$ cat src/hdl/apvg_div.sv
`default_nettype none

// pipelined rounded divide: (num + den/2) / den, one quotient bit per stage
// quotient must fit in Q_W bits
module apvg_div #(
    parameter int NUM_W  = 31,
    parameter int DEN_W  = 17,
    parameter int Q_W    = 16,
    parameter int SIDE_W = 1
) (
    input  wire                     clk,
    input  wire                     rst_n,
    input  wire                     en,
    input  wire                     in_valid,
    input  wire [NUM_W-1:0]         num,
    input  wire [DEN_W-1:0]         den,
    input  wire [SIDE_W-1:0]        side_in,
    output logic                    out_valid,
    output logic [Q_W-1:0]          quot,
    output logic [SIDE_W-1:0]       side_out
);
    localparam int W = DEN_W + Q_W;

    logic [W-1:0]      acc_reg  [Q_W+1];
    logic [DEN_W-1:0]  den_reg  [Q_W+1];
    logic [SIDE_W-1:0] side_reg [Q_W+1];
    logic [Q_W:0]      vld_reg;
    logic [W-1:0]      acc_next;

    assign acc_next = W'(num) + W'(den >> 1);

    always_ff @(posedge clk or negedge rst_n)
    begin
        if (!rst_n)
        begin
            vld_reg <= '0;
        end
        else if (en)
        begin
            vld_reg <= {vld_reg[Q_W-1:0], in_valid};
        end
    end

    always_ff @(posedge clk)
    begin
        if (en)
        begin
            acc_reg[0]  <= acc_next;
            den_reg[0]  <= den;
            side_reg[0] <= side_in;
        end
    end

    for (genvar k = 1; k <= Q_W; k++)
    begin : g_step
        logic [DEN_W:0] part;
        logic [DEN_W:0] diff;
        logic           ge;
        logic [W-1:0]   step_next;

        always_comb
        begin
            part      = acc_reg[k-1][W-1:Q_W-1];
            diff      = part - {1'b0, den_reg[k-1]};
            ge        = part >= {1'b0, den_reg[k-1]};
            step_next = ge ? {diff[DEN_W-1:0], acc_reg[k-1][Q_W-2:0], 1'b1}
                           : {part[DEN_W-1:0], acc_reg[k-1][Q_W-2:0], 1'b0};
        end

        always_ff @(posedge clk)
        begin
            if (en)
            begin
                acc_reg[k]  <= step_next;
                den_reg[k]  <= den_reg[k-1];
                side_reg[k] <= side_reg[k-1];
            end
        end
    end

    assign out_valid = vld_reg[Q_W];
    assign quot      = acc_reg[Q_W][Q_W-1:0];
    assign side_out  = side_reg[Q_W];

endmodule

`default_nettype wire

$ cat config.mk
export PLATFORM = sky130hd
export DESIGN_NAME = apvg_div
export DESIGN_NICKNAME = d
export VERILOG_FILES = /design/src/hdl/apvg_div.sv
export SDC_FILE = /design/constraint.sdc
export NUM_CORES = 1
export LEC_CHECK = 0
export ABC_CLOCK_PERIOD_IN_PS = 5400
export BUFFER_PORTS_ARGS = -buffer_cell sky130_fd_sc_hd__buf_2
export CAP_MARGIN = 20
export CORE_ASPECT_RATIO = 1.1
export CORE_MARGIN = 2
export CORE_UTILIZATION = 30
export CTS_CLUSTER_SIZE = 28
export DETAILED_ROUTE_END_ITERATION = 6
export GPL_TIMING_DRIVEN = 0
export PLACE_DENSITY = 0.46
export SLEW_MARGIN = 10
export SYNTH_ARGS = -nofsm -noshare
export SYNTH_HDL_FRONTEND = slang
export SYNTH_SLANG_ARGS = --single-unit
$ cat constraint.sdc
create_clock -name clk -period 5.4 [get_ports clk]
set_input_delay 1.08 -clock clk [delete_from_list [all_inputs] [get_ports clk]]
set_output_delay 1.08 -clock clk [all_outputs]
set_load 0.05 [all_outputs]
Word-level counts from Yosys, hierarchy flattened
Memories as Yosys holds them, arrays and structs flattened.
Cells that the tools add are included.
Widths: inputs -> output; s select.
{"block": "classes", "addsub": 17, "magnitude_cmp": 16, "mux": 18}
{"operator": "$mux 33", "count": 16}
{"operator": "$ge 18x17->1", "count": 16}
{"operator": "$sub 17x17->17", "count": 16}
{"operator": "$add 31x16->32", "count": 1}
{"operator": "$mux 1", "count": 2}
{"block": "totals", "word_cells": 55, "ff_bits": 17, "out_inout_bits": 18, "ram_bits": 867, "memories": 3}
{"memory": "acc_reg", "words": 17, "word_bits": 33, "read_ports": 17, "rd_ports_with_merged_regs": 0, "write_ports": 17, "line_no": "24", "rtl": "logic [W-1:0] acc_reg [Q_W+1];"}
{"memory": "den_reg", "words": 17, "word_bits": 17, "read_ports": 16, "rd_ports_with_merged_regs": 0, "write_ports": 17, "line_no": "25", "rtl": "logic [DEN_W-1:0] den_reg [Q_W+1];"}
{"memory": "side_reg", "words": 17, "word_bits": 1, "read_ports": 17, "rd_ports_with_merged_regs": 0, "write_ports": 17, "line_no": "26", "rtl": "logic [SIDE_W-1:0] side_reg [Q_W+1];"}

Depth between registers and ports, before layout
An unclocked memory read counts as a cell.
{"block": "depth", "depth_word": 3, "depth_mapped": 14}

Worst setup path before layout
OpenSTA, ideal clock, no wires.
{"block": "synth_path", "path_type": "input port to flip-flop", "start": "input port num[0]", "end": "memory acc_reg[0][24] in the netlist's numbering, data pin", "t_required_ps": 5142, "arrival_time_ps": 2887, "stages": 10, "setup_slack_ps": 2256, "path_cell_list": "ha_1 -> fa_1 -> a21o_1 -> a21oi_1 -> o211a_1 -> o31ai_1 -> o21ai_0 -> a21boi_2 -> nand4_1 -> xnor2_1"}
{"element": "from (decl)", "line_no": "15", "rtl": "input wire [NUM_W-1:0] num,"}
{"element": "to (decl)", "line_no": "24"}

==> metrics.txt <==
worst flop-to-flop path startpoint acc_reg[3][15]; worst slew pin tran a little under 900 ps; Setup crit start kind register; post-DP HPWL 64500 um; Post-CTS Setup Inserts 0; DP Area 45100 sq um; core area 140000 sq um; Worst-path clk slew about 60 ps; Final GP Congestion 0.829; Final Power 26.2 mW; top_reg_cell synth edfxtp_1; commonest cells after routing, fill and taps aside edfxtp_1 (832), inv_1 (337), ha_1 (288), a21oi_1 (240), nand2_1 (206); final worst slack 1600 ps; pin count of the biggest net entering global routing 113; min Tclk post-route 3800 ps; Slowest cell on crit path edfxtp_1; Peak VDD IR 317 uV; worst setup path endpoint acc_reg[4][28]; Skew-Pair Late Insertion Delay 730 ps; final worst-path cycle share 0.704; Ports 71; setup slack at placement 1320 ps; DRT Pass-1 Iters 5; die area 144000 sq um; fmax 0.263 GHz; total power divided by cell area 544 nW/um^2; final setup vio count 0; worst min path class input pin to asynchronous set/reset pin; CP max stage delay 480 ps; Rel. slew slack 0.402; CP max FO 10; Post-synth EDFFs 832; reg-to-reg endpoint acc_reg[4][28]; crit path DAT 4170 ps; Seq/Total Area, Yosys 0.602; Leakage 19.0 nW; TritonCTS clock tree yes; initial antenna violation count 0; Seq cells post-synth 849; Worst path most repeated cell inv_1; clk_skew 75.6 ps; # clock sinks between 800 and 900; crit path launch acc_reg[3][15]; status finished, final reports clean; DRC viols 0; Initial DRC Count 1267; vias per cell about 4.6; Synth Area per Inst 12.7 sq um; final hold slack 299 ps; vias after detailed routing 25000; Yosys cell types 80; WP data required 5770 ps; cells along the critical path inv_1 -> ha_1 -> inv_1 -> fa_1 -> a211oi_1 -> o21bai_1 -> a21oi_1 -> o21a_1 -> o31a_1 -> o311a_1 -> clkbuf_1 -> o21ai_0; synthesized area 42200 sq um; fraction of layout instances using a drive strength above 1 0.109; Syn Nets 3668; die width 362 um; worst reg2reg setup slack 1600 ps; Die Y around 400 um; Worst Setup End Kind register; n_diodes 0; most common library cell in the layout ignoring fill and taps edfxtp_1; Max-cap violations 0; Tot GR Track Use 0.123; number of global-route vias before repair 25800; synthesized instance count roughly 3300; CTS resizes 0; CTS H-tree lvls 3; yosys warns 0; max reg flops 543; unrepaired setup endpoints after global routing false; total CTS buffers 98; IO Port Bufs 70; hold bufs inserted after CTS 0; worst setup path class register to register; global-route wire length before repair 140000 um; Core Rows roughly 140; Layout Nets 3846; drt total wl 87900 um; Post-synth ARST share 0.0200; final core occ 0.345; setup TNS 0 ps; placed insts 5214; GRT overflow 0; ANT nets after route 0; Root Buffer Master clkbuf_16; Final Hold Vio Count 0; average wire per standard cell 16.3 um; Longest Clk Path Bufs 3; Initial Util 0.302; fin area 48200 sq um; max-slew violations 0; Post-Layout Cell Count ~5400; Area growth, synth to finish 14.3%; R2R depth 12
## cell families (layout without fill, tap and decap cells)
logic type      count (synthesis)  after routing  synth area share
mux                           131            131            0.0356
simple gates                  634            634            0.0704
buf+inv                       391            649            0.0366
compound gates                776            776             0.115
xor+xnor                      226            226            0.0469
flops                         849            849             0.602
fa+ha+maj                     304            304            0.0930
## per-layer routing
| metal | vias up | wire length, um | track usage |
|---|---|---|---|
| li1 | 12600 | - | - |
| met1 | 12000 | 35000 | 0.134 |
| met2 | 312 | 47400 | 0.236 |
| met3 | 167 | 2530 | 0.0186 |
| met4 | 0 | 2940 | 0.0509 |
| met5 | - | 0 | 0 |
## cell usage after synthesis, types with 16 or more instances
master,instances,area (sq um)
dfrtp_1,17,425
ha_1,288,3600
o21bai_1,40,300
nor2_1,182,683
xor2_1,100,876
xnor2_1,126,1100
edfxtp_1,832,25000
a21oi_1,240,1200
a211oi_1,23,173
inv_1,337,1260
nor3_1,25,125
nand2_1,206,773
fa_1,16,320
a31oi_1,21,131
o21a_1,25,188
mux2_2,110,1240
nand3_1,44,220
nand4_1,42,263
nor2b_1,30,188
nand2b_1,37,231
o21ai_0,198,991
a21o_1,107,803
clkbuf_1,27,101
buf_2,16,80.1
## power breakdown
| part | switching (mW) | leakage, nW | internal (mW) |
|---|---|---|---|
| sequential | 0.709 | 8.33 | 9.27 |
| combinational | 5.45 | 9.11 | 4.30 |
| clock | 2.76 | 1.53 | 3.74 |
| total | 8.92 | 19.0 | 17.3 |
## final cells by class
| cell class | instances | area (sq um) |
|---|---|---|
| plain buffers | 54 | 279 |
| clock buffers | 116 | 2520 |
| clock inverters | 64 | 644 |
| fillers | 13800 | 91600 |
| inverters | 337 | 1260 |
| multi-input cells | 2071 | 15300 |
| flip-flops and latches | 849 | 25400 |
| well taps | 1825 | 2280 |
| repair buffers | 78 | 581 |
## critical path, delay by kind of cell, from the launching register on
family / cells / cell delay, ps
DFF: 1 / 480
adders and majority gates: 2 / 580
AOI/OAI and AO/OA: 7 / 1840
buffers and inverters: 3 / 540
## worst min-delay path by stage
stage,startpoint,end,cells after the start
2_1_floorplan,acc_reg[9][9],acc_reg[10][10],0
3_5_place_dp,acc_reg[9][8],acc_reg[10][9],0
5_1_grt,rst_n,vld_reg[16],1
3_3_place_gp,acc_reg[9][9],acc_reg[10][10],0
6_report,rst_n,vld_reg[12],1
4_1_cts,rst_n,vld_reg[9],1
(Power assumes the default switching activity.)
