--- src/hdl/apvg_sqrt.sv ---
`default_nettype none

// pipelined integer square root, one root bit per stage
module apvg_sqrt #(
    parameter int IN_W   = 34,
    parameter int SIDE_W = 1
) (
    input  wire                     clk,
    input  wire                     rst_n,
    input  wire                     en,
    input  wire                     in_valid,
    input  wire [IN_W-1:0]          radicand,
    input  wire [SIDE_W-1:0]        side_in,
    output logic                    out_valid,
    output logic [IN_W/2-1:0]       root,
    output logic [SIDE_W-1:0]       side_out
);
    localparam int R_W = IN_W / 2;

    logic [IN_W-1:0]   n_reg    [R_W+1];
    logic [R_W:0]      rem_reg  [R_W+1];
    logic [R_W-1:0]    root_reg [R_W+1];
    logic [SIDE_W-1:0] side_reg [R_W+1];
    logic [R_W:0]      vld_reg;

    always_ff @(posedge clk or negedge rst_n)
    begin
        if (!rst_n)
        begin
            vld_reg <= '0;
        end
        else if (en)
        begin
            vld_reg <= {vld_reg[R_W-1:0], in_valid};
        end
    end

    always_ff @(posedge clk)
    begin
        if (en)
        begin
            n_reg[0]    <= radicand;
            rem_reg[0]  <= '0;
            root_reg[0] <= '0;
            side_reg[0] <= side_in;
        end
    end

    for (genvar k = 1; k <= R_W; k++)
    begin : g_step
        logic [R_W+2:0] part;
        logic [R_W+2:0] trial;
        logic [R_W+2:0] diff;
        logic           ge;
        logic [R_W:0]   rem_next;
        logic [R_W-1:0] root_next;

        always_comb
        begin
            part      = {rem_reg[k-1], n_reg[k-1][IN_W-1:IN_W-2]};
            trial     = {1'b0, root_reg[k-1], 2'b01};
            diff      = part - trial;
            ge        = part >= trial;
            rem_next  = ge ? diff[R_W:0] : part[R_W:0];
            root_next = {root_reg[k-1][R_W-2:0], ge};
        end

        always_ff @(posedge clk)
        begin
            if (en)
            begin
                n_reg[k]    <= {n_reg[k-1][IN_W-3:0], 2'b00};
                rem_reg[k]  <= rem_next;
                root_reg[k] <= root_next;
                side_reg[k] <= side_reg[k-1];
            end
        end
    end

    assign out_valid = vld_reg[R_W];
    assign root      = root_reg[R_W];
    assign side_out  = side_reg[R_W];

endmodule

`default_nettype wire

--- config.mk ---
export PLATFORM = sky130hd
export DESIGN_NAME = apvg_sqrt
export DESIGN_NICKNAME = d
export VERILOG_FILES = /design/src/hdl/apvg_sqrt.sv
export SDC_FILE = /design/constraint.sdc
export NUM_CORES = 1
export LEC_CHECK = 0
export BUFFER_PORTS_ARGS = -buffer_cell sky130_fd_sc_hd__buf_2
export CORE_MARGIN = 2
export CORE_UTILIZATION = 65
export CTS_BUF_LIST = sky130_fd_sc_hd__clkbuf_4 sky130_fd_sc_hd__clkbuf_8
export CTS_CLUSTER_DIAMETER = 40
export CTS_CLUSTER_SIZE = 16
export DETAILED_ROUTE_END_ITERATION = 10
export MAX_ROUTING_LAYER = met4
export PLACE_DENSITY = 0.89
export SYNTH_ARGS = -nofsm -noshare
export SYNTH_HDL_FRONTEND = slang
export SYNTH_SLANG_ARGS = --single-unit
--- constraint.sdc ---
create_clock -name clk -period 3.05 [get_ports clk]
set_clock_uncertainty 0.05 [all_clocks]
set_input_delay 0.61 -clock clk [delete_from_list [all_inputs] [get_ports clk]]
set_output_delay 0.61 -clock clk [all_outputs]
set_load 0.05 [all_outputs]
* After elaboration in Yosys (flattened, before gate mapping)
Memory sizes are Yosys's and may differ from the RTL's.
Index checks and enable logic that the tools add are counted.
** Operators by class
- $add $sub $neg :: 17
- $mul :: 0
- Div/mod/pow operators :: 0
- Order comparisons :: 17
- Equal/unequal tests :: 0
- Shifts and indexed selects :: 0
- Mux-type cells :: 19
- Bitwise operators :: 0
- Reduce and logical (&&, ||, !) cells :: 0
** Operator list (count)
- $ge A20 B19 Y1 :: 17
- $mux W18 :: 17
- $sub A18 B18 Y18 :: 17
- $mux W1 :: 2
** Storage, ports and cells
- Bits in registers :: 18
- Latch bits :: 0
- Bits in writable memories :: 1260
- ROM bits :: 0
- Input port bits :: 39
- Output and inout port bits :: 19
- Word-level logic and storage cells :: 58
- Memories :: 4
** Memories
- n_reg :: depth 18, bits a word 34, rd ports 17, clocked after memory_dff 0, wr ports 18, line 20 : logic [IN_W-1:0] n_reg [R_W+1];
- rem_reg :: depth 18, bits a word 18, rd ports 17, clocked after memory_dff 0, wr ports 18, line 21 : logic [R_W:0] rem_reg [R_W+1];
- root_reg :: depth 18, bits a word 17, rd ports 18, clocked after memory_dff 0, wr ports 18, line 22 : logic [R_W-1:0] root_reg [R_W+1];
- side_reg :: depth 18, bits a word 1, rd ports 18, clocked after memory_dff 0, wr ports 18, line 23 : logic [SIDE_W-1:0] side_reg [R_W+1];

* Depth between registers and ports, before layout
An unclocked memory read counts as a cell.
- Depth in word-level cells :: 3
- Gate-level depth with buffers :: 11
- Gate-level depth less buffers :: 10

* Least setup slack after synthesis
No wires, ideal clock.
- Kind :: reg-to-reg
- Start point :: memory rem_reg[13][5] in the netlist's numbering
- End point :: memory rem_reg[14][10] in the netlist's numbering (data pin)
- Library setup time :: 262 ps
- Data arrival time :: 2464 ps
- Setup slack :: 274 ps
- Cell stages (with the launch flop) :: 11
- Cell sequence :: edfxtp_1 -> ha_1 -> clkbuf_1 -> a21o_1 -> a211o_1 -> o2111ai_2 -> a21oi_2 -> or2_1 -> buf_2 -> buf_4 -> mux2_1
** RTL lines (line)
- from (decl) :: 21

==> results.yml <==
worst_setup_path:
  critPathMaxFanout: 15
  r2r_cells: 5
  crit_end: "rem_reg[16][10]"
  critPathLaunchType: "flip-flop"
  worstPathArrival_ns: 3.32
  crit_cells: 5
  setup.worst_path.start: "rem_reg[15][14]"
  worst-r2r-setup-slack_ns: 0.11
  cp-end-kind: "flip-flop"
  critPathTopFamily: "simple AND/OR/NAND/NOR gates"
  critPathKind: "reg2reg"
  cp_data_required_time_ns: 3.43
  r2r-end: "rem_reg[16][10]"
  cpPeakStageDelay_ns: 0.58
  rr_startpoint: "rem_reg[15][14]"
  crit_buf_inv: 0
  crit_chain: "ha_1 > or4_1 > or3_1 > o21ai_4 > mux2_1"
  worst_path_max_delay_cell: "or4_1"
global_routing:
  grt_pass1_wl_um: 106000
  track_usage_pct: 24.7
  grt_antenna_before_repair: 0
  grt_max_degree: 108
  grt_pass1_vias: 21000
  grt-ovfl-total: 0
synthesis:
  yosysTopAreaCell: "edfxtp_1"
  avgSynthCellArea_sq_um: 13.8
  ys_warn_count: 0
  synth_fp_nets: 2734
  yosys_register_bits: 763
  synth_top_cell_area_share_pct: 64.3
  synth_cell_types: 92
  synthArstFlopShare_pct: 2.36
  synth_area_leaders: "edfxtp_1 (64%), ha_1 (6.2%), xnor2_1 (2.7%), xor2_1 (2.3%), inv_1 (2.1%)"
  synth_area_sq_um: 34800
  synth_flop_cell: "edfxtp_1"
  synth-edff-count: 745
  synthCells: 2524
  seq_area_frac_synth_pct: 65.6
layout:
  antenna-diode-count: 0
  final_common_cell: "edfxtp_1"
  nets: 2921
  finalNonFillerCells: 3466
  multiInputGateArea_sq_um: 11000
  drive_above_1_share_pct: 12.1
  mostFrequentLayoutCells: "edfxtp_1 (745), inv_1 (197), ha_1 (171)"
  fill_cells: 3235
  regArea_sq_um: 22800
  synthToLayoutAreaGrowth_pct: 10.7
  largest_reg_flops: 306
clocking:
  htreeDepth: 3
  numCtsBuffers: 84
  clockBufferDepth: 3
  cts_tree: "yes"
  cts_root_buffer: "clkbuf_8"
  path_clk_slew_ns: 0.09
  clock_latency_ns: 0.70
  post_cts_buffers: 0
  cts_sinks: 763
sta:
  rsz0062_at_grt: "no"
  slew_violations: 0
  whs_ns: 0.0357
  finalCriticalPeriod_ns: 2.94
  setup-violations-final: 0
  worst_slew_pin_slew_ns: 1.25
  finalCritPeriodShare_pct: 96.5
  fmax_ghz: 0.340
  slew_headroom_pct: 15.7
  hold_violations: 0
placed_design:
  dp_hpwl_um: 46500
  gp_congestion: 0.908
  port_buffers: 57
  placed_cells: 3291
floorplan:
  die_w_um: 235
  core_area_sq_um: 52800
  rows: 84
  die_area_sq_um: 55400
  start_util_pct: 65.9
  die_h_um: 235
  io_pins: 58
route:
  num_vias: 20700
  antenna_left: 0
  drtPass1Iterations: 5
  via_per_inst: 5.98
  drt-initial-drc-count: 1591
  routedWlPerCell_um: 19.0
  wl_um: 65900
  drc: 0
power:
  ir_drop_v: 0.000583
  leakagePower_nw: 15.0
  power.density_nw_per_um2: 656
worst_hold_path:
  hp-class: "in2reg"
flow_run:
  drv_cap: 0
status:
  status: "finished clean"
-- layout make-up --
| type | instances | area share [%] |
|---|---|---|
| clock buffers | 95 | 3.25 |
| clock inverters | 58 | 1.54 |
| inverters | 202 | 1.97 |
| multi-input cells | 1512 | 28.6 |
| flip-flops and latches | 763 | 59.3 |
| well taps | 688 | 2.24 |
| repair buffers | 148 | 3.14 |
-- where the power goes --
part	switching, mW	internal, mW	total, mW
Clock	3.85	3.45	7.30
Combinational	2.45	1.90	4.35
Sequential	0.679	12.9	13.6
Total	6.97	18.3	25.2
-- repair_timing --
item | CTS | global route
hold endpoints to repair | 39 | 0
resized for setup | 2 | 1
hold buffers | 22 | 0
endpoints found under the setup margin | 22 | 6
-- metrics by stage --
step	instance area (sq um)	util (%)	power, mW	worst slack [ns]	setup TNS [ns]
after floorplan	34800	-	16.6	0.274	0
after global placement	36400	69.0	17.8	-0.0154	-0.166
after detailed placement	36400	69.0	18.1	-0.0804	-0.929
after CTS	38500	73.0	25.4	0.108	0
after global routing	38500	73.0	26.4	0.00541	0
final	38500	73.0	25.2	0.106	0
-- synth_stat cells, types with 19 or more instances --
cell type and instances:
ha_1 171, mux2_1 55, or4_1 19, a211oi_1 23
nor2_1 141, o21ai_1 23, xor2_1 93, o21a_1 31
a21oi_1 120, or3_1 24, mux2_2 25, nand2b_1 27
clkbuf_1 27, inv_1 197, a21o_1 37, nand3_1 47
edfxtp_1 745, o21ai_0 85, nor4_1 23, nor3_1 64
nand4_1 29, nand2_1 125, xnor2_1 106
-- routing by layer --
layer | up-vias | track usage (%) | routed length (um)
met3 | 146 | 3.59 | 3090
met2 | 594 | 42.8 | 34300
met5 | - | - | 0
met1 | 10200 | 29.3 | 26500
li1 | 9833 | - | -
met4 | 0 | 9.57 | 2010
-- cell families after synthesis --
family                   count (synthesis)  share of synthesized area, %
buffers and inverters                  249                          2.81
other                                    1                        0.0108
flip-flops                             763                          65.6
AND/OR/NAND/NOR                        592                          8.80
AO/OA/AOI/OAI                          448                          8.31
multiplexers                           101                          3.30
XOR/XNOR                               199                          5.01
adder cells (fa/ha/maj)                171                          6.15
-- how the worst min path moves through the flow --
stage	start	to	slack (ns)	cells past startpoint
floorplan	rst_n	vld_reg[0]	0.26	0
global placement	n_reg[4][17]	n_reg[5][19]	0.35	0
detailed placement	n_reg[3][10]	n_reg[4][12]	0.35	0
CTS	radicand[23]	n_reg[0][23]	0.001	1
global route	radicand[23]	n_reg[0][23]	0.01	1
finish	radicand[8]	n_reg[0][8]	0.04	1
No activity file was read; power rests on OpenSTA's default activity.
